## config.mk

```make
export PLATFORM = sky130hd
export DESIGN_NAME = sensor_node_edge_event_detector
export DESIGN_NICKNAME = d
export VERILOG_FILES = /design/src/rtl/sned_pkg.sv /design/src/rtl/sned_ram.sv /design/src/rtl/sned_eval.sv /design/src/rtl/sensor_node_edge_event_detector.sv
export SDC_FILE = /design/constraint.sdc
export NUM_CORES = 1
export LEC_CHECK = 0
export BUFFER_PORTS_ARGS = -buffer_cell sky130_fd_sc_hd__buf_2
export CORE_MARGIN = 5
export CORE_UTILIZATION = 30
export DETAILED_ROUTE_END_ITERATION = 8
export PLACE_DENSITY = 0.47
export SLEW_MARGIN = 20
export SYNTH_ARGS = -nofsm -noshare
export SYNTH_HDL_FRONTEND = slang
export SYNTH_HIERARCHICAL = 1
export SYNTH_SLANG_ARGS = --single-unit
```

## constraint.sdc

```tcl
create_clock -name i_clk -period 13.5 [get_ports i_clk]
set_input_delay 2.7 -clock i_clk [delete_from_list [all_inputs] [get_ports i_clk]]
set_output_delay 2.7 -clock i_clk [all_outputs]
set_load 0.01 [all_outputs]
```

## src/rtl/sned_pkg.sv

```systemverilog
package sned_pkg;

    // Node table depth; node ids at or above it are dropped
    localparam int NODES   = 32;
    localparam int NODE_AW = (NODES > 1) ? $clog2(NODES) : 1;
    localparam int MAX_EV  = 3;
    localparam int DEG_SCALE = 10;   // tenths of a degree per degree

    // Configuration register indexes
    localparam logic [2:0] CFG_LOW_BATT  = 3'd0;
    localparam logic [2:0] CFG_FLAT_LVL  = 3'd1;
    localparam logic [2:0] CFG_MIN_SPEED = 3'd2;
    localparam logic [2:0] CFG_BAND_RED  = 3'd3;
    localparam logic [2:0] CFG_BAND_YEL  = 3'd4;
    localparam logic [2:0] CFG_OVERLOAD  = 3'd5;
    localparam logic [2:0] CFG_LOAD_DLT  = 3'd6;

    // Node types
    localparam logic [2:0] TYPE_BEARING   = 3'd0;
    localparam logic [2:0] TYPE_LOAD      = 3'd1;
    localparam logic [2:0] TYPE_DOOR      = 3'd2;
    localparam logic [2:0] TYPE_TANK      = 3'd3;
    localparam logic [2:0] TYPE_HANDBRAKE = 3'd4;

    // Event codes
    localparam logic [3:0] EV_LOW_BATT  = 4'd0;
    localparam logic [3:0] EV_FLAT      = 4'd1;
    localparam logic [3:0] EV_BAND      = 4'd2;
    localparam logic [3:0] EV_OVERLOAD  = 4'd3;
    localparam logic [3:0] EV_LOAD_CHG  = 4'd4;
    localparam logic [3:0] EV_DOOR_OPEN = 4'd5;
    localparam logic [3:0] EV_DOOR_CLS  = 4'd6;
    localparam logic [3:0] EV_TANK_HOT  = 4'd7;
    localparam logic [3:0] EV_HB_APPL   = 4'd8;
    localparam logic [3:0] EV_HB_REL    = 4'd9;

    // Band codes
    localparam logic [1:0] BAND_GREEN  = 2'd1;
    localparam logic [1:0] BAND_YELLOW = 2'd2;
    localparam logic [1:0] BAND_RED    = 2'd3;

    typedef struct packed {
        logic        known;
        logic        door_is_open;
        logic        brake_on;
        logic [15:0] load;
        logic [1:0]  band;
        logic        batt_low;
        logic        tank_alarm;
    } t_entry;

    typedef struct packed {
        logic [2:0]  kind;
        logic [6:0]  battery_pct;
        logic [15:0] reading;
        logic [15:0] vibration_index;
        logic        door_open_flag;
        logic        alarm_flag;
        logic        impact_flag;
        logic [8:0]  speed;
        logic        moving;
    } t_item;

    // Band limits are kept already scaled to tenths of a degree
    typedef struct packed {
        logic [6:0]  low_battery_pct;
        logic [14:0] flat_wheel_level;
        logic [8:0]  min_speed_kmh;
        logic [17:0] red_lim;
        logic [17:0] yel_lim;
        logic [15:0] overload_level;
        logic [15:0] load_step_min;
    } t_cfg;

    typedef struct packed {
        logic [3:0]  code;
        logic        clr;
        logic [15:0] measured;
        logic [1:0]  from_state;
        logic [1:0]  to_state;
    } t_event;

    typedef struct packed {
        logic [1:0]               count;
        t_event [MAX_EV-1:0]      ev;
    } t_eval_res;

endpackage

```

## src/rtl/sned_ram.sv

```systemverilog
module sned_ram #(
    parameter int WIDTH = 8,
    parameter int DEPTH = 32
) (
    input  logic                              i_clk,
    input  logic                              i_we,
    input  logic [$clog2(DEPTH > 1 ? DEPTH : 2)-1:0] i_waddr,
    input  logic [WIDTH-1:0]                  i_wdata,
    input  logic                              i_re,
    input  logic [$clog2(DEPTH > 1 ? DEPTH : 2)-1:0] i_raddr,
    output logic [WIDTH-1:0]                  o_rdata
);

    logic [WIDTH-1:0] r_mem [DEPTH];
    logic [WIDTH-1:0] r_rdata;

    always_ff @(posedge i_clk) begin
        if (i_we) begin
            r_mem[i_waddr] <= i_wdata;
        end
        if (i_re) begin
            r_rdata <= r_mem[i_raddr];
        end
    end

    assign o_rdata = r_rdata;

endmodule

```

## src/rtl/sned_eval.sv

```systemverilog
module sned_eval (
    input  sned_pkg::t_item     i_item,
    input  sned_pkg::t_entry    i_ent,
    input  sned_pkg::t_cfg      i_cfg,
    output sned_pkg::t_eval_res o_res,
    output sned_pkg::t_entry    o_ent
);

    localparam int DEG_SCALE_M1 = sned_pkg::DEG_SCALE - 1;

    sned_pkg::t_event e0, ea, eb;
    logic             v0, va, vb;
    logic             low, hot, ap, flat;
    logic signed [17:0] rd_adj;
    logic [1:0]       band;
    logic signed [16:0] diff;
    logic [16:0]      diff_abs;

    // trunc(r/10) >= T  <=>  r + (r < 0 ? 9 : 0) >= 10*T
    always_comb begin
        rd_adj = 18'(signed'(i_item.reading));
        if (i_item.reading[15]) begin
            rd_adj = rd_adj + 18'(DEG_SCALE_M1);
        end
        if (rd_adj >= signed'(i_cfg.red_lim)) begin
            band = sned_pkg::BAND_RED;
        end else if (rd_adj >= signed'(i_cfg.yel_lim)) begin
            band = sned_pkg::BAND_YELLOW;
        end else begin
            band = sned_pkg::BAND_GREEN;
        end
    end

    assign diff     = 17'(signed'(i_item.reading)) - 17'(signed'(i_ent.load));
    assign diff_abs = diff[16] ? 17'(-diff) : 17'(diff);
    assign low      = i_item.battery_pct <= i_cfg.low_battery_pct;
    assign hot      = i_item.alarm_flag && !i_item.impact_flag;
    assign ap       = i_item.reading != 16'd0;
    assign flat     = (i_item.speed > i_cfg.min_speed_kmh)
                   && (signed'(i_item.vibration_index)
                       >= signed'({1'b0, i_cfg.flat_wheel_level}));

    always_comb begin
        e0 = '0;
        ea = '0;
        eb = '0;
        v0 = 1'b0;
        va = 1'b0;
        vb = 1'b0;
        o_ent = i_ent;
        o_ent.known = 1'b1;
        o_ent.batt_low = low;

        e0.code = sned_pkg::EV_LOW_BATT;
        e0.measured = {9'd0, i_item.battery_pct};
        if (low && (!i_ent.known || !i_ent.batt_low)) begin
            v0 = 1'b1;
        end else if (!low && i_ent.known && i_ent.batt_low) begin
            v0 = 1'b1;
            e0.clr = 1'b1;
        end

        ea.measured = i_item.reading;
        eb.measured = i_item.reading;

        case (i_item.kind)
            sned_pkg::TYPE_BEARING: begin
                va = flat;
                ea.code = sned_pkg::EV_FLAT;
                ea.measured = i_item.vibration_index;
                vb = i_ent.known && (band != i_ent.band);
                eb.code = sned_pkg::EV_BAND;
                eb.from_state = i_ent.band;
                eb.to_state = band;
                o_ent.band = band;
            end
            sned_pkg::TYPE_LOAD: begin
                va = signed'(i_item.reading) >= signed'(i_cfg.overload_level);
                ea.code = sned_pkg::EV_OVERLOAD;
                vb = i_ent.known && (diff_abs >= {1'b0, i_cfg.load_step_min});
                eb.code = sned_pkg::EV_LOAD_CHG;
                o_ent.load = i_item.reading;
            end
            sned_pkg::TYPE_DOOR: begin
                va = i_ent.known && (i_item.door_open_flag != i_ent.door_is_open)
                  && !i_item.moving;
                ea.code = i_item.door_open_flag ? sned_pkg::EV_DOOR_OPEN
                                                : sned_pkg::EV_DOOR_CLS;
                ea.from_state = {1'b0, i_ent.door_is_open};
                ea.to_state = {1'b0, i_item.door_open_flag};
                o_ent.door_is_open = i_item.door_open_flag;
            end
            sned_pkg::TYPE_TANK: begin
                ea.code = sned_pkg::EV_TANK_HOT;
                if (hot && (!i_ent.known || !i_ent.tank_alarm)) begin
                    va = 1'b1;
                end else if (!hot && i_ent.known && i_ent.tank_alarm) begin
                    va = 1'b1;
                    ea.clr = 1'b1;
                end
                o_ent.tank_alarm = hot;
            end
            sned_pkg::TYPE_HANDBRAKE: begin
                va = i_ent.known && (ap != i_ent.brake_on) && !i_item.moving;
                ea.code = ap ? sned_pkg::EV_HB_APPL : sned_pkg::EV_HB_REL;
                ea.from_state = {1'b0, i_ent.brake_on};
                ea.to_state = {1'b0, ap};
                o_ent.brake_on = ap;
            end
            default: begin
            end
        endcase
    end

    // Pack the valid events to the low slots, in order
    always_comb begin
        o_res.count = 2'(v0) + 2'(va) + 2'(vb);
        o_res.ev[0] = v0 ? e0 : (va ? ea : eb);
        o_res.ev[1] = v0 ? (va ? ea : eb) : eb;
        o_res.ev[2] = eb;
    end

endmodule

```

## src/rtl/sensor_node_edge_event_detector.sv

```systemverilog
// Channel  | Ports                                             | Handshake
// ---------+---------------------------------------------------+--------------------------
// report   | i_node_id .. i_moving                             | taken when start && !busy
// event    | o_event_code .. o_last                            | o_event_valid, one cycle
// config   | i_cfg_we, i_cfg_idx, i_cfg_data                   | written when i_cfg_we
//
// A report with n events (0 to 3) first reads the node entry from the table RAM,
// then evaluates it and writes it back in ST_EVAL, then puts out one event per
// cycle. busy stays high until the last event is out, so the write-back always
// lands before the next read. Ids beyond the table are taken and dropped.
// Reset (synchronous, active low) marks every table entry as cleared through
// per-entry valid bits; there is no clearing pass. Events cannot be stalled.
module sensor_node_edge_event_detector (
    input  logic        i_clk,
    input  logic        i_rst_n,
    input  logic        start,
    output logic        busy,
    input  logic [4:0]  i_node_id,
    input  logic [2:0]  i_node_type,
    input  logic [6:0]  i_battery_pct,
    input  logic signed [15:0] i_reading,
    input  logic signed [15:0] i_vibration_index,
    input  logic        i_door_open_flag,
    input  logic        i_alarm_flag,
    input  logic        i_impact_flag,
    input  logic [8:0]  i_speed_kmh,
    input  logic        i_moving,
    input  logic        i_cfg_we,
    input  logic [2:0]  i_cfg_idx,
    input  logic [15:0] i_cfg_data,
    output logic        o_event_valid,
    output logic [3:0]  o_event_code,
    output logic        o_edge_res,
    output logic [4:0]  o_event_node,
    output logic signed [15:0] o_measured,
    output logic [1:0]  o_from_state,
    output logic [1:0]  o_to_state,
    output logic        o_last
);

    localparam logic [1:0] ST_IDLE = 2'd0;
    localparam logic [1:0] ST_EVAL = 2'd1;
    localparam logic [1:0] ST_EMIT = 2'd2;

    localparam int ENT_W = $bits(sned_pkg::t_entry);

    logic [1:0]                    r_state, n_state;
    logic [sned_pkg::NODES-1:0]    r_valid;
    logic [sned_pkg::NODE_AW-1:0]  r_addr;
    logic [4:0]                    r_node;
    sned_pkg::t_item               r_item;
    sned_pkg::t_cfg                r_cfg;
    sned_pkg::t_event [sned_pkg::MAX_EV-1:0] r_ev;
    logic [1:0]                    r_left;

    logic                          acc, in_range, ram_we;
    logic [sned_pkg::NODE_AW-1:0]  rd_addr;
    logic [ENT_W-1:0]              ram_rdata;
    sned_pkg::t_entry              ent_old, ent_new;
    sned_pkg::t_eval_res           res;
    logic signed [17:0]            cfg_deg;

    assign acc      = start && !busy;
    assign in_range = 32'(i_node_id) < 32'(sned_pkg::NODES);
    assign rd_addr  = sned_pkg::NODE_AW'(i_node_id);
    assign busy     = r_state != ST_IDLE;
    assign ram_we   = r_state == ST_EVAL;

    sned_ram #(
        .WIDTH (ENT_W),
        .DEPTH (sned_pkg::NODES)
    ) u_table (
        .i_clk   (i_clk),
        .i_we    (ram_we),
        .i_waddr (r_addr),
        .i_wdata (ent_new),
        .i_re    (acc),
        .i_raddr (rd_addr),
        .o_rdata (ram_rdata)
    );

    // A never-written entry reads as cleared
    assign ent_old = r_valid[r_addr] ? sned_pkg::t_entry'(ram_rdata) : '0;

    sned_eval u_eval (
        .i_item (r_item),
        .i_ent  (ent_old),
        .i_cfg  (r_cfg),
        .o_res  (res),
        .o_ent  (ent_new)
    );

    assign cfg_deg = 18'(signed'(i_cfg_data[12:0])) * signed'(18'(sned_pkg::DEG_SCALE));

    always_ff @(posedge i_clk) begin
        if (!i_rst_n) begin
            r_cfg.low_battery_pct   <= 7'd20;
            r_cfg.flat_wheel_level  <= 15'd1000;
            r_cfg.min_speed_kmh     <= 9'd15;
            r_cfg.red_lim           <= 18'd900;
            r_cfg.yel_lim           <= 18'd700;
            r_cfg.overload_level    <= 16'd110;
            r_cfg.load_step_min     <= 16'd10;
        end else if (i_cfg_we) begin
            case (i_cfg_idx)
                sned_pkg::CFG_LOW_BATT:  r_cfg.low_battery_pct   <= i_cfg_data[6:0];
                sned_pkg::CFG_FLAT_LVL:  r_cfg.flat_wheel_level  <= i_cfg_data[14:0];
                sned_pkg::CFG_MIN_SPEED: r_cfg.min_speed_kmh     <= i_cfg_data[8:0];
                sned_pkg::CFG_BAND_RED:  r_cfg.red_lim           <= cfg_deg;
                sned_pkg::CFG_BAND_YEL:  r_cfg.yel_lim           <= cfg_deg;
                sned_pkg::CFG_OVERLOAD:  r_cfg.overload_level    <= i_cfg_data;
                sned_pkg::CFG_LOAD_DLT:  r_cfg.load_step_min     <= i_cfg_data;
                default: begin
                end
            endcase
        end
    end

    always_comb begin
        n_state = r_state;
        case (r_state)
            ST_IDLE: begin
                if (acc && in_range) begin
                    n_state = ST_EVAL;
                end
            end
            ST_EVAL: begin
                n_state = (res.count == 2'd0) ? ST_IDLE : ST_EMIT;
            end
            ST_EMIT: begin
                if (r_left == 2'd1) begin
                    n_state = ST_IDLE;
                end
            end
            default: n_state = ST_IDLE;
        endcase
    end

    always_ff @(posedge i_clk) begin
        if (!i_rst_n) begin
            r_state <= ST_IDLE;
            r_valid <= '0;
            r_left  <= 2'd0;
        end else begin
            r_state <= n_state;
            if (ram_we) begin
                r_valid[r_addr] <= 1'b1;
            end
            if (r_state == ST_EVAL) begin
                r_left <= res.count;
            end else if (r_state == ST_EMIT) begin
                r_left <= r_left - 2'd1;
            end
        end
    end

    always_ff @(posedge i_clk) begin
        if (acc) begin
            r_addr <= rd_addr;
            r_node <= i_node_id;
            r_item.kind            <= i_node_type;
            r_item.battery_pct     <= i_battery_pct;
            r_item.reading         <= i_reading;
            r_item.vibration_index <= i_vibration_index;
            r_item.door_open_flag  <= i_door_open_flag;
            r_item.alarm_flag      <= i_alarm_flag;
            r_item.impact_flag     <= i_impact_flag;
            r_item.speed           <= i_speed_kmh;
            r_item.moving          <= i_moving;
        end
        // Load the event slots, then advance one per cycle
        if (r_state == ST_EVAL) begin
            r_ev <= res.ev;
        end else if (r_state == ST_EMIT) begin
            r_ev <= {sned_pkg::t_event'('0), r_ev[sned_pkg::MAX_EV-1:1]};
        end
    end

    assign o_event_valid = r_state == ST_EMIT;
    assign o_event_code  = r_ev[0].code;
    assign o_edge_res    = r_ev[0].clr;
    assign o_event_node  = r_node;
    assign o_measured    = r_ev[0].measured;
    assign o_from_state  = r_ev[0].from_state;
    assign o_to_state    = r_ev[0].to_state;
    assign o_last        = r_left == 2'd1;

    a_strobe_busy: assert property (@(posedge i_clk) disable iff (!i_rst_n)
        o_event_valid |-> busy)
        else $error("event strobe outside a busy report");

    a_last_ends: assert property (@(posedge i_clk) disable iff (!i_rst_n)
        (o_event_valid && o_last) |=> !o_event_valid)
        else $error("event after the last event of a report");

    a_no_write_on_read: assert property (@(posedge i_clk) disable iff (!i_rst_n)
        !(ram_we && acc))
        else $error("table write-back overlaps a new read");

    a_eval_after_accept: assert property (@(posedge i_clk) disable iff (!i_rst_n)
        (acc && in_range) |=> (r_state == ST_EVAL))
        else $error("accepted report not evaluated");

endmodule
```

Word-level counts from Yosys, hierarchy flattened
Memory sizes are Yosys's and may differ from the RTL's. A register that Yosys moved wholly into a read port is not among the register bits.
Index checks and enable logic that the tools add are counted.
{"block": "classes", "n_reduce_logical": 41, "eq_ne": 18, "add_sub_neg": 6, "mul": 1, "bitwise_logic": 1, "n_lt_le_gt_ge": 9, "mux": 43}
{"operator": "2-to-1 mux 75 bit", "n": 2}
{"operator": "2-to-1 mux 25 bit", "n": 3}
{"operator": "greater-or-equal comparator 18 bit", "n": 2}
{"operator": "greater-or-equal comparator 16 bit", "n": 2}
{"operator": "2-to-1 mux 16 bit", "n": 2}
{"operator": "bitwise OR 32 bit", "n": 1}
{"operator": "2-to-1 mux 23 bit", "n": 1}
{"operator": "case mux 4 bit (5 select lines)", "n": 1}
{"operator": "2-to-1 mux 18 bit", "n": 1}
{"operator": "2-to-1 mux 2 bit", "n": 9}
{"operator": "adder 16 x 5 -> 17 bit, second input constant", "n": 1}
{"operator": "greater-or-equal comparator 17 x 16 -> 1 bit", "n": 1}
{"operator": "multiplier 13 x 4 -> 17 bit, second input constant", "n": 1}
{"operator": "2-to-1 mux 17 bit", "n": 1}
{"operator": "negation 17 bit", "n": 1}
{"operator": "subtractor 16 x 16 -> 17 bit", "n": 1}
{"operator": "logical AND 1 bit", "n": 16}
{"operator": "AND reduction 2 bit", "n": 8}
{"operator": "nonzero test 16 bit", "n": 1}
{"operator": "2-to-1 mux 1 bit", "n": 15}
{"operator": "equality test 3 x 2 -> 1 bit, second input constant", "n": 4}
{"operator": "equality test 3 bit, second input constant", "n": 4}
{"operator": "case mux 3 bit (2 select lines)", "n": 2}
{"operator": "greater-than comparator 9 bit", "n": 1}
{"operator": "other kinds (24)", "n": 38}
{"block": "totals", "ramBits": 704, "input_bits": 83, "n_memories": 1, "elab_cells": 155, "out_inout_bits": 33, "ff_bits": 290}
{"memory": "u_table.r_mem", "words": 32, "word_bits": 22, "rd": 1, "rd_ports_with_merged_regs": 1, "write_ports": 1, "line_no": "sned_ram.sv:14", "text": "logic [WIDTH-1:0] r_mem [DEPTH];"}

Logic depth before layout (Yosys ltp)
Gate-level depths: netlist of run 1.
{"block": "logic_depth", "word_depth": 13, "ltp_mapped": 33, "depth_no_buf": 28}

Cells and area by module
Netlist of run 1, hierarchy kept.
{"module": "sned_ram", "area_each_um2": 29473.3, "seq_area_each_um2": 22791.9, "instances": 1, "cells_each": 1619}
{"module": "sensor_node_edge_event_detector", "area_each_um2": 11273.3, "seq_area_each_um2": 6716.4, "instances": 1, "cells_each": 976}
{"module": "sned_eval", "area_each_um2": 5464.0, "seq_area_each_um2": 0.0, "instances": 1, "cells_each": 808}

Worst setup path after synthesis of run 1
OpenSTA, ideal clock, no wires.
{"block": "synth_path", "path_kind": "register -> register", "startpoint": "register, netlist name o_event_node[0]", "endpoint": "register r_left[0]", "path_slack_ns": 7.268, "t_required_ns": 13.379, "arrival_ns": 6.112, "path_stages_with_launch": 30, "cell_sequence": "edfxtp_1 buf_6 mux4_1 a22oi_4 nand4_4 buf_6 and2_4 ha_1 fa_1 nor2b_1 o31ai_1 a21boi_1 a211oi_1 o311ai_1 and2_1 buf_2 buf_2 nor2_1 xnor2_1 ha_1 and4_1 nand2_1 o211a_1 o21ai_0 a21oi_1 a211oi_1 fa_1 nand2_1 o211ai_1 o211a_1"}
{"element": "to (signal assigned)", "line_no": "sensor_node_edge_event_detector.sv:150", "text": "r_left <= res.count;"}
{"element": "to (signal assigned)", "line_no": "sensor_node_edge_event_detector.sv:152", "text": "r_left <= r_left - 2'd1;"}
{"element": "to (decl)", "line_no": "sensor_node_edge_event_detector.sv:54", "text": "logic [1:0] r_left;"}

==> reports/qor.yml, run 1 <==
setup_path:
  endpoint: "r_state[1]"
  r2r-start: "o_event_node[0]"
  reg2regPathDepth: 25
  regToRegSetupSlack_ns: 5.81
  worstReg2RegEnd: "r_state[1]"
  worstPathRequired_ns: 14.12
  cp-start-kind: "register"
  arrival_ns: 8.31
  path_class: "reg2reg"
  cp-startpoint: "o_event_node[0]"
  cp_max_fo: 23
  cp-end-kind: "register"
clock_network:
  clockRootBuffer: "clkbuf_16"
  clock_latency_ns: 0.73
  postCtsSetupRepairBufs: 0
  cts-buffers-inserted: 113
  cts_tree: "yes"
  htreeDepth: 3
  ctsResizeCount: 0
  cts_buffer_depth: 3
  clock_sinks: 1027
  cts_hold_buf: 0
  path_clk_slew_ns: 0.06
grt:
  antenna_found_initial: 4
  grt_overflow: 0
  first_global_vias: 27300
  grt_max_degree: 123
  grt_pass1_wl_mm: 185
  grtUsageTotal: 0.151
synthesis:
  synthArstFlopShare: 0
  ys_warn_count: 6
  netlist-cell-type-count: 89
  syn_avg_cell_area_sq_um: 13.6
  synth_seq_cells: 1027
  syn-cell-area_sq_um: 46200
  seq_area_frac_synth: 0.639
  synth_cells: 3403
  synth_edf_count: 894
  ys.flop_type: "edfxtp_1"
placed_design:
  dp_hpwl_mm: 76.1
  numPortBuffers: 115
  place_area_sq_um: 49000
  placed_cells: 5439
  gp_congestion: 0.777
floorplan:
  io_pins: 116
  die_w_um: 402
  rows: 144
  coreArea_sq_um: 154000
  chipHeight_um: 402
  die-area_sq_um: 162000
  initial_core_util: 0.301
finish:
  fillers: 15100
  multi_input_area_sq_um: 15100
  final_area_sq_um: 52600
  area_delta_synth_final_pct: 13.8
  layout_common_cells: "edfxtp_1, mux2i_1, nand2_1, inv_1, ha_1"
  drive_above_1_share: 0.143
  final_common_cell: "edfxtp_1"
  layout.area.seq_sq_um: 29500
  instances_no_fill: 5651
  nets: 3744
job:
  cap_viol_max_count: 0
status:
  status: "finished clean"
route:
  drtIter0Drc: 2003
  drt_pass1_iterations: 7
  antenna_left: 0
  wire_per_inst_um: 22.2
  drc_errors: 0
  wirelength_mm: 125
  vias_per_cell: 4.86
  num_vias: 27500
timing:
  rsz0062_at_grt: "no"
  final-setup-viol-count: 0
  period_needed_ns: 7.69
  drv_slew: 0
  tns_ns: 0
  min_period_over_period: 0.570
  max_slew_margin: 0.253
  finalHoldViolCount: 0
  worst_slew_pin_slew_ns: 1.12
  clock.fmax_mhz: 130
  holdWs_ns: 0.450
  finalClockSkew_ns: 0.0351
power_and_ir_drop:
  irDropWorstVdd_v: 0.000101
  power.leakage_nw: 19.0
  p_per_area_nw_per_um2: 144
  power_mw: 7.56
hold_path:
  hold_class: "reg2reg"
-- sequential cells by signal, summed over array words and instances, names as in the netlist, 4 cells and up --
register and flops:
o_event_code 4, o_event_node 5, o_measured 16, r_cfg 97, r_ev 50, r_item 55
r_valid 32, u_table/o_rdata 23, u_table/r_mem 736
-- metrics by stage --
step	utilization	setup slack (ns)
4_1_cts	0.342	5.72
2_1_floorplan	-	7.27
5_1_grt	0.342	5.20
6_report	0.342	5.81
3_3_place_gp	0.319	5.80
3_5_place_dp	0.319	5.74
-- power by group --
| part | internal, mW | switching (mW) | leakage [nW] |
|---|---|---|---|
| Sequential | 3.63 | 0.0652 | 9.44 |
| Combinational | 0.321 | 0.571 | 7.87 |
| Clock | 1.70 | 1.28 | 1.73 |
| Total | 5.65 | 1.91 | 19.0 |
-- synth_stat cells, drive strengths merged, types with 8 or more instances --
master | number | area share
a211oi | 8 | 0.0013
a21boi | 55 | 0.0089
a21o | 24 | 0.0039
a21oi | 126 | 0.014
a22o | 47 | 0.0089
a22oi | 95 | 0.016
a31oi | 34 | 0.0046
and2 | 58 | 0.0089
buf | 122 | 0.020
clkbuf | 89 | 0.0072
dfxtp | 133 | 0.058
edfxtp | 894 | 0.58
ha | 147 | 0.040
inv | 151 | 0.012
mux2 | 65 | 0.016
mux2i | 389 | 0.084
mux4 | 8 | 0.0041
nand2 | 292 | 0.024
nand2b | 16 | 0.0022
nand3 | 106 | 0.011
nand3b | 13 | 0.0021
nand4 | 47 | 0.0067
nor2 | 118 | 0.0096
nor2b | 45 | 0.0063
nor3 | 44 | 0.0048
nor4 | 8 | 0.0011
o211ai | 12 | 0.0019
o21a | 25 | 0.0041
o21ai | 78 | 0.0084
xnor2 | 23 | 0.0044
xor2 | 19 | 0.0036
-- logic make-up (layout without fill, tap and decap cells) --
logic type / Yosys count / in the layout / share of synthesized area
xor+xnor: 42 / 42 / 0.00796
mux: 462 / 462 / 0.104
buf+inv: 363 / 561 / 0.0398
fa+ha+maj: 151 / 151 / 0.0413
simple gates: 791 / 791 / 0.0842
flops: 1027 / 1027 / 0.639
compound gates: 564 / 564 / 0.0836
other cells: 3 / 9 / 0.000244
-- final cells by class --
cell class | instances | share of cell area
clock inverter | 67 | 0.0113
sequential | 1027 | 0.561
multi-input combinational | 2016 | 0.288
antenna | 3 | 0.000143
timing repair buffer | 201 | 0.0240
inverter | 152 | 0.0109
tap | 2044 | 0.0486
clock buffer | 141 | 0.0562
-- how the worst min path moves through the flow --
stage / startpoint / endpoint / slack (ns) / cells after the start
finish: r_cfg[75] / r_cfg[75] / 0.45 / 2
detailed placement: r_cfg[28] / r_cfg[28] / 0.45 / 2
floorplan: r_valid[13] / r_valid[13] / 0.43 / 1
CTS: r_cfg[95] / r_cfg[95] / 0.45 / 2
global route: r_cfg[95] / r_cfg[95] / 0.47 / 2
global placement: r_cfg[27] / r_cfg[27] / 0.44 / 2
-- critical path, stage by stage (launching register included) --
cell and delay, ns:
edfxtp_1 0.91, mux4_1 0.71, a22oi_4 0.24, nand4_4 0.39, and2_4 0.35, ha_1 0.23
fa_1 0.41, nor2b_1 0.22, o31ai_1 0.13, a21boi_1 0.29, a211oi_1 0.17, o311ai_1 0.35
and2_1 0.53, nor2b_1 0.12, xnor2_1 0.15, ha_1 0.29, and4_1 0.22, nand2_1 0.08
o211a_1 0.22, o21ai_0 0.22, a21oi_1 0.13, a211oi_1 0.29, fa_1 0.48, o21ai_0 0.16
o21ai_0 0.08, and2_1 0.17
-- per-layer routing --
layer / vias up / track usage / wire length (um)
li1: 13000 / - / -
met1: 13800 / 0.209 / 58400
met2: 536 / 0.245 / 58300
met3: 159 / 0.0269 / 5450
met4: 2 / 0.0406 / 3330
met5: - / 0 / 8
No activity file was read; power rests on OpenSTA's default activity.
==> run 2, diff against run 1 <==
--- a/config.mk
+++ b/config.mk
@@ -5,11 +5,12 @@
 export SDC_FILE = /design/constraint.sdc
 export NUM_CORES = 1
 export LEC_CHECK = 0
+export ABC_AREA = 1
 export BUFFER_PORTS_ARGS = -buffer_cell sky130_fd_sc_hd__buf_2
 export CORE_MARGIN = 5
 export CORE_UTILIZATION = 30
 export DETAILED_ROUTE_END_ITERATION = 8
-export PLACE_DENSITY = 0.47
+export PLACE_DENSITY = 0.49
 export SLEW_MARGIN = 20
 export SYNTH_ARGS = -nofsm -noshare
 export SYNTH_HDL_FRONTEND = slang
==> constraint.sdc (replaced) <==
create_clock -name i_clk -period 6.9 [get_ports i_clk]
set_input_delay 1.38 -clock i_clk [delete_from_list [all_inputs] [get_ports i_clk]]
set_output_delay 1.38 -clock i_clk [all_outputs]
set_load 0.01 [all_outputs]
==> reports/qor.yml, run 2 <==
clock_network:
  cts_tree: "yes"
  ctsResizeCount: 0  # unchanged
  clock_latency_ns: 0.75  # +0.02 ns
  postCtsSetupRepairBufs: 0  # unchanged
  clock_sinks: 1027  # unchanged
  htreeDepth: 3  # unchanged
  cts-buffers-inserted: 108  # -4.4%
  cts_hold_buf: 0  # unchanged
  cts_buffer_depth: 3  # unchanged
  clockRootBuffer: "clkbuf_16"
  path_clk_slew_ns: 0.06  # about the same
setup_path:
  crit_family: "simple AND/OR/NAND/NOR gates"
  cpMaxStageDelayCell: "edfxtp_1"
  cp-end-kind: "register"
  worstReg2RegEnd: "r_left[0]"
  worstPathRequired_ns: 7.48  # -6.64 ns
  path_class: "reg2reg"
  critPathBufInv: 4  # +4
  r2r-start: "o_event_node[0]"
  path_common_cell: "nand2_1"
  cp_max_fo: 19  # -17%
  reg2regPathDepth: 37  # +48%
  cp-start-kind: "register"
  critPathMaxStageDelay_ns: 0.84  # -0.07 ns
  arrival_ns: 6.82  # -1.49 ns
  regToRegSetupSlack_ns: 0.66  # -5.15 ns
timing:
  worst_slew_pin_slew_ns: 1.09  # -0.0282 ns
  tns_ns: 0  # unchanged
  period_needed_ns: 6.24  # -1.45 ns
  drv_slew: 0  # unchanged
  final-setup-viol-count: 0  # unchanged
  finalHoldViolCount: 0  # unchanged
  max_slew_margin: 0.270  # +0.0171
  clock.fmax_mhz: 160  # +23%
  finalClockSkew_ns: 0.0920  # +0.0568 ns
  min_period_over_period: 0.905  # +0.335
  rsz0062_at_grt: "no"
route:
  wl_met2_mm: 67.4  # +16%
  vias_per_cell: 4.76  # -2.1%
  num_vias: 33700  # +23%
  wl_met1_mm: 64.3  # +10%
  antenna_left: 0  # unchanged
  wire_per_inst_um: 20.4  # -8.1%
  drc_errors: 0  # unchanged
  highest_layer: "met4"
  wl_met3_mm: 8.95  # +64%
  wirelength_mm: 145  # +15%
  drtIter0Drc: 2694  # +34%
  drt_pass1_iterations: 5  # -2
job:
  cap_viol_max_count: 0  # unchanged
synthesis:
  syn-cell-area_sq_um: 47800  # +3.3%
  synthAdderAreaFrac: 0.0398  # -0.00154
  synth_mux_area_frac: 0  # -0.104
  synth_area_leaders: "edfxtp_1, nand2_1, nand3_1, dfxtp_1, ha_1"
  synth_commonest_cells: "nand2_1, edfxtp_1, nand3_1"
  synthArstFlopShare: 0  # unchanged
  yosysMostFrequentCell: "nand2_1"
  synthSimpleGateAreaFrac: 0.240  # +0.155
  synth_edf_count: 894  # unchanged
  synth_compound_area_frac: 0.0351  # -0.0485
  synth_area_leader_cell: "edfxtp_1"
  ys_warn_count: 6  # unchanged
  yosys.area.top_type_share: 0.562  # -0.0188
  syn_avg_cell_area_sq_um: 9.78  # -28%
  synth_cells: 4882  # +43%
  synth_top_family_by_area: "simple AND/OR/NAND/NOR gates"
  synth_xor_area_frac: 0.00587  # -0.00209
  netlist-cell-type-count: 51  # -43%
  synth_seq_cells: 1027  # unchanged
  seq_area_frac_synth: 0.618  # -0.0206
  ys.flop_type: "edfxtp_1"
floorplan:
  io_pins: 116  # unchanged
  die-area_sq_um: 167000  # +3.3%
  rows: 146  # +1.4%
  initial_core_util: 0.302  # +0.000833
  die_w_um: 409  # +1.6%
  coreArea_sq_um: 158000  # +3.1%
  chipHeight_um: 409  # +1.6%
finish:
  nets: 5155  # +38%
  layout_common_cells: "nand2_1, edfxtp_1, nand3_1, inv_1, nor2_1"
  largestRegisters: "u_table/r_mem (736), r_cfg (97), r_item (55)"
  instances_no_fill: 7090  # +25%
  regMostFlops: "u_table/r_mem"
  largest_reg_flops: 736  # unchanged
  final_common_cell: "nand2_1"
  area_delta_synth_final_pct: 12.6
  drive_above_1_share: 0.0930  # -0.0505
grt:
  antenna_found_initial: 4  # unchanged
  grt_pass1_wl_mm: 212  # +15%
  grt_overflow: 0  # unchanged
  first_global_vias: 32000  # +17%
  grtUsageTotal: 0.168  # +0.0171
  grt_max_degree: 122  # -0.81%
hold_path:
  hold_class: "reg2reg"
  holdPathStages: 2  # unchanged
  worstHoldStart: "r_cfg[34]"
  min_to: "r_cfg[34]"
power_and_ir_drop:
  irDropWorstVdd_v: 0.000278  # +180%
  power.leakage_nw: 21.6  # +13%
  p_per_area_nw_per_um2: 317  # +120%
placed_design:
  numPortBuffers: 115  # unchanged
  gp_congestion: 0.842  # +8.4%
  dp_hpwl_mm: 87.3  # +15%
  placed_cells: 6884  # +27%
status:
  status: "finished clean"
## run 2: cell count changes after synthesis, moves of 66 or more
cell,before,now
a22oi_1,94,0
buf_2,27,93
nand3_1,106,677
nand2_1,292,1683
nor2_1,118,300
inv_1,149,342
mux2i_1,389,0
## run 2: logic make-up (layout without fill, tap and decap cells)
family	Yosys count	after routing
AO/OA/AOI/OAI	297	297
XOR/XNOR	32	32
adder cells (fa/ha/maj)	150	150
buffers and inverters	620	747
flip-flops	1027	1027
other	3	12
AND/OR/NAND/NOR	2753	2753
## run 2: stage by stage
step	cell area (sq um)	hold WS (ns)	setup WS (ns)	total power [mW]	utilization
final	53800	0.459	0.656	17.0	0.339
after global routing	53700	0.474	0.0941	17.9	0.339
after CTS	53700	0.460	0.659	17.2	0.339
after detailed placement	50300	0.444	0.688	11.5	0.317
after global placement	50300	0.438	0.758	11.4	0.317
after floorplan	47800	0.429	1.80	10.3	-
## run 2: worst max-delay path by stage
stage                                from   endpoint  slack, ns  cells past startpoint
after global placement    o_event_node[0]  r_left[0]       0.76                     37
after CTS                 o_event_node[0]  r_left[0]       0.66                     37
after global routing      o_event_node[0]  r_left[0]       0.09                     37
after floorplan           o_event_node[1]  r_left[0]       1.80                     39
after detailed placement  o_event_node[0]  r_left[0]       0.69                     37
final                     o_event_node[0]  r_left[0]       0.66                     37
## run 2: where the power goes
group / internal, mW / switching, mW
clock: 3.20 / 2.52
combinational: 0.941 / 2.42
sequential: 7.60 / 0.327
## run 2: cell type report
cell class                 instances  area, sq um
fill                           16000       105000
tap                             2072         2590
antenna                            6         15.0
sequential                      1027        29500
clock inverter                    60          583
multi-input combinational       3238        15600
inverter                         361         1380
timing repair buffer             186         1190
clock buffer                     140         2860
## run 2: metal layers
metal	vias to the layer above	global-route usage
met2	942	0.278
met3	206	0.0309
met1	16200	0.228
met4	0	0.0444
li1	16400	-
met5	-	0
## run 2: worst min-delay path, cell delays in order (launching register included)
cell	delay, ns
dfxtp_1	0.33
nand2_1	0.05
nand3_1	0.05
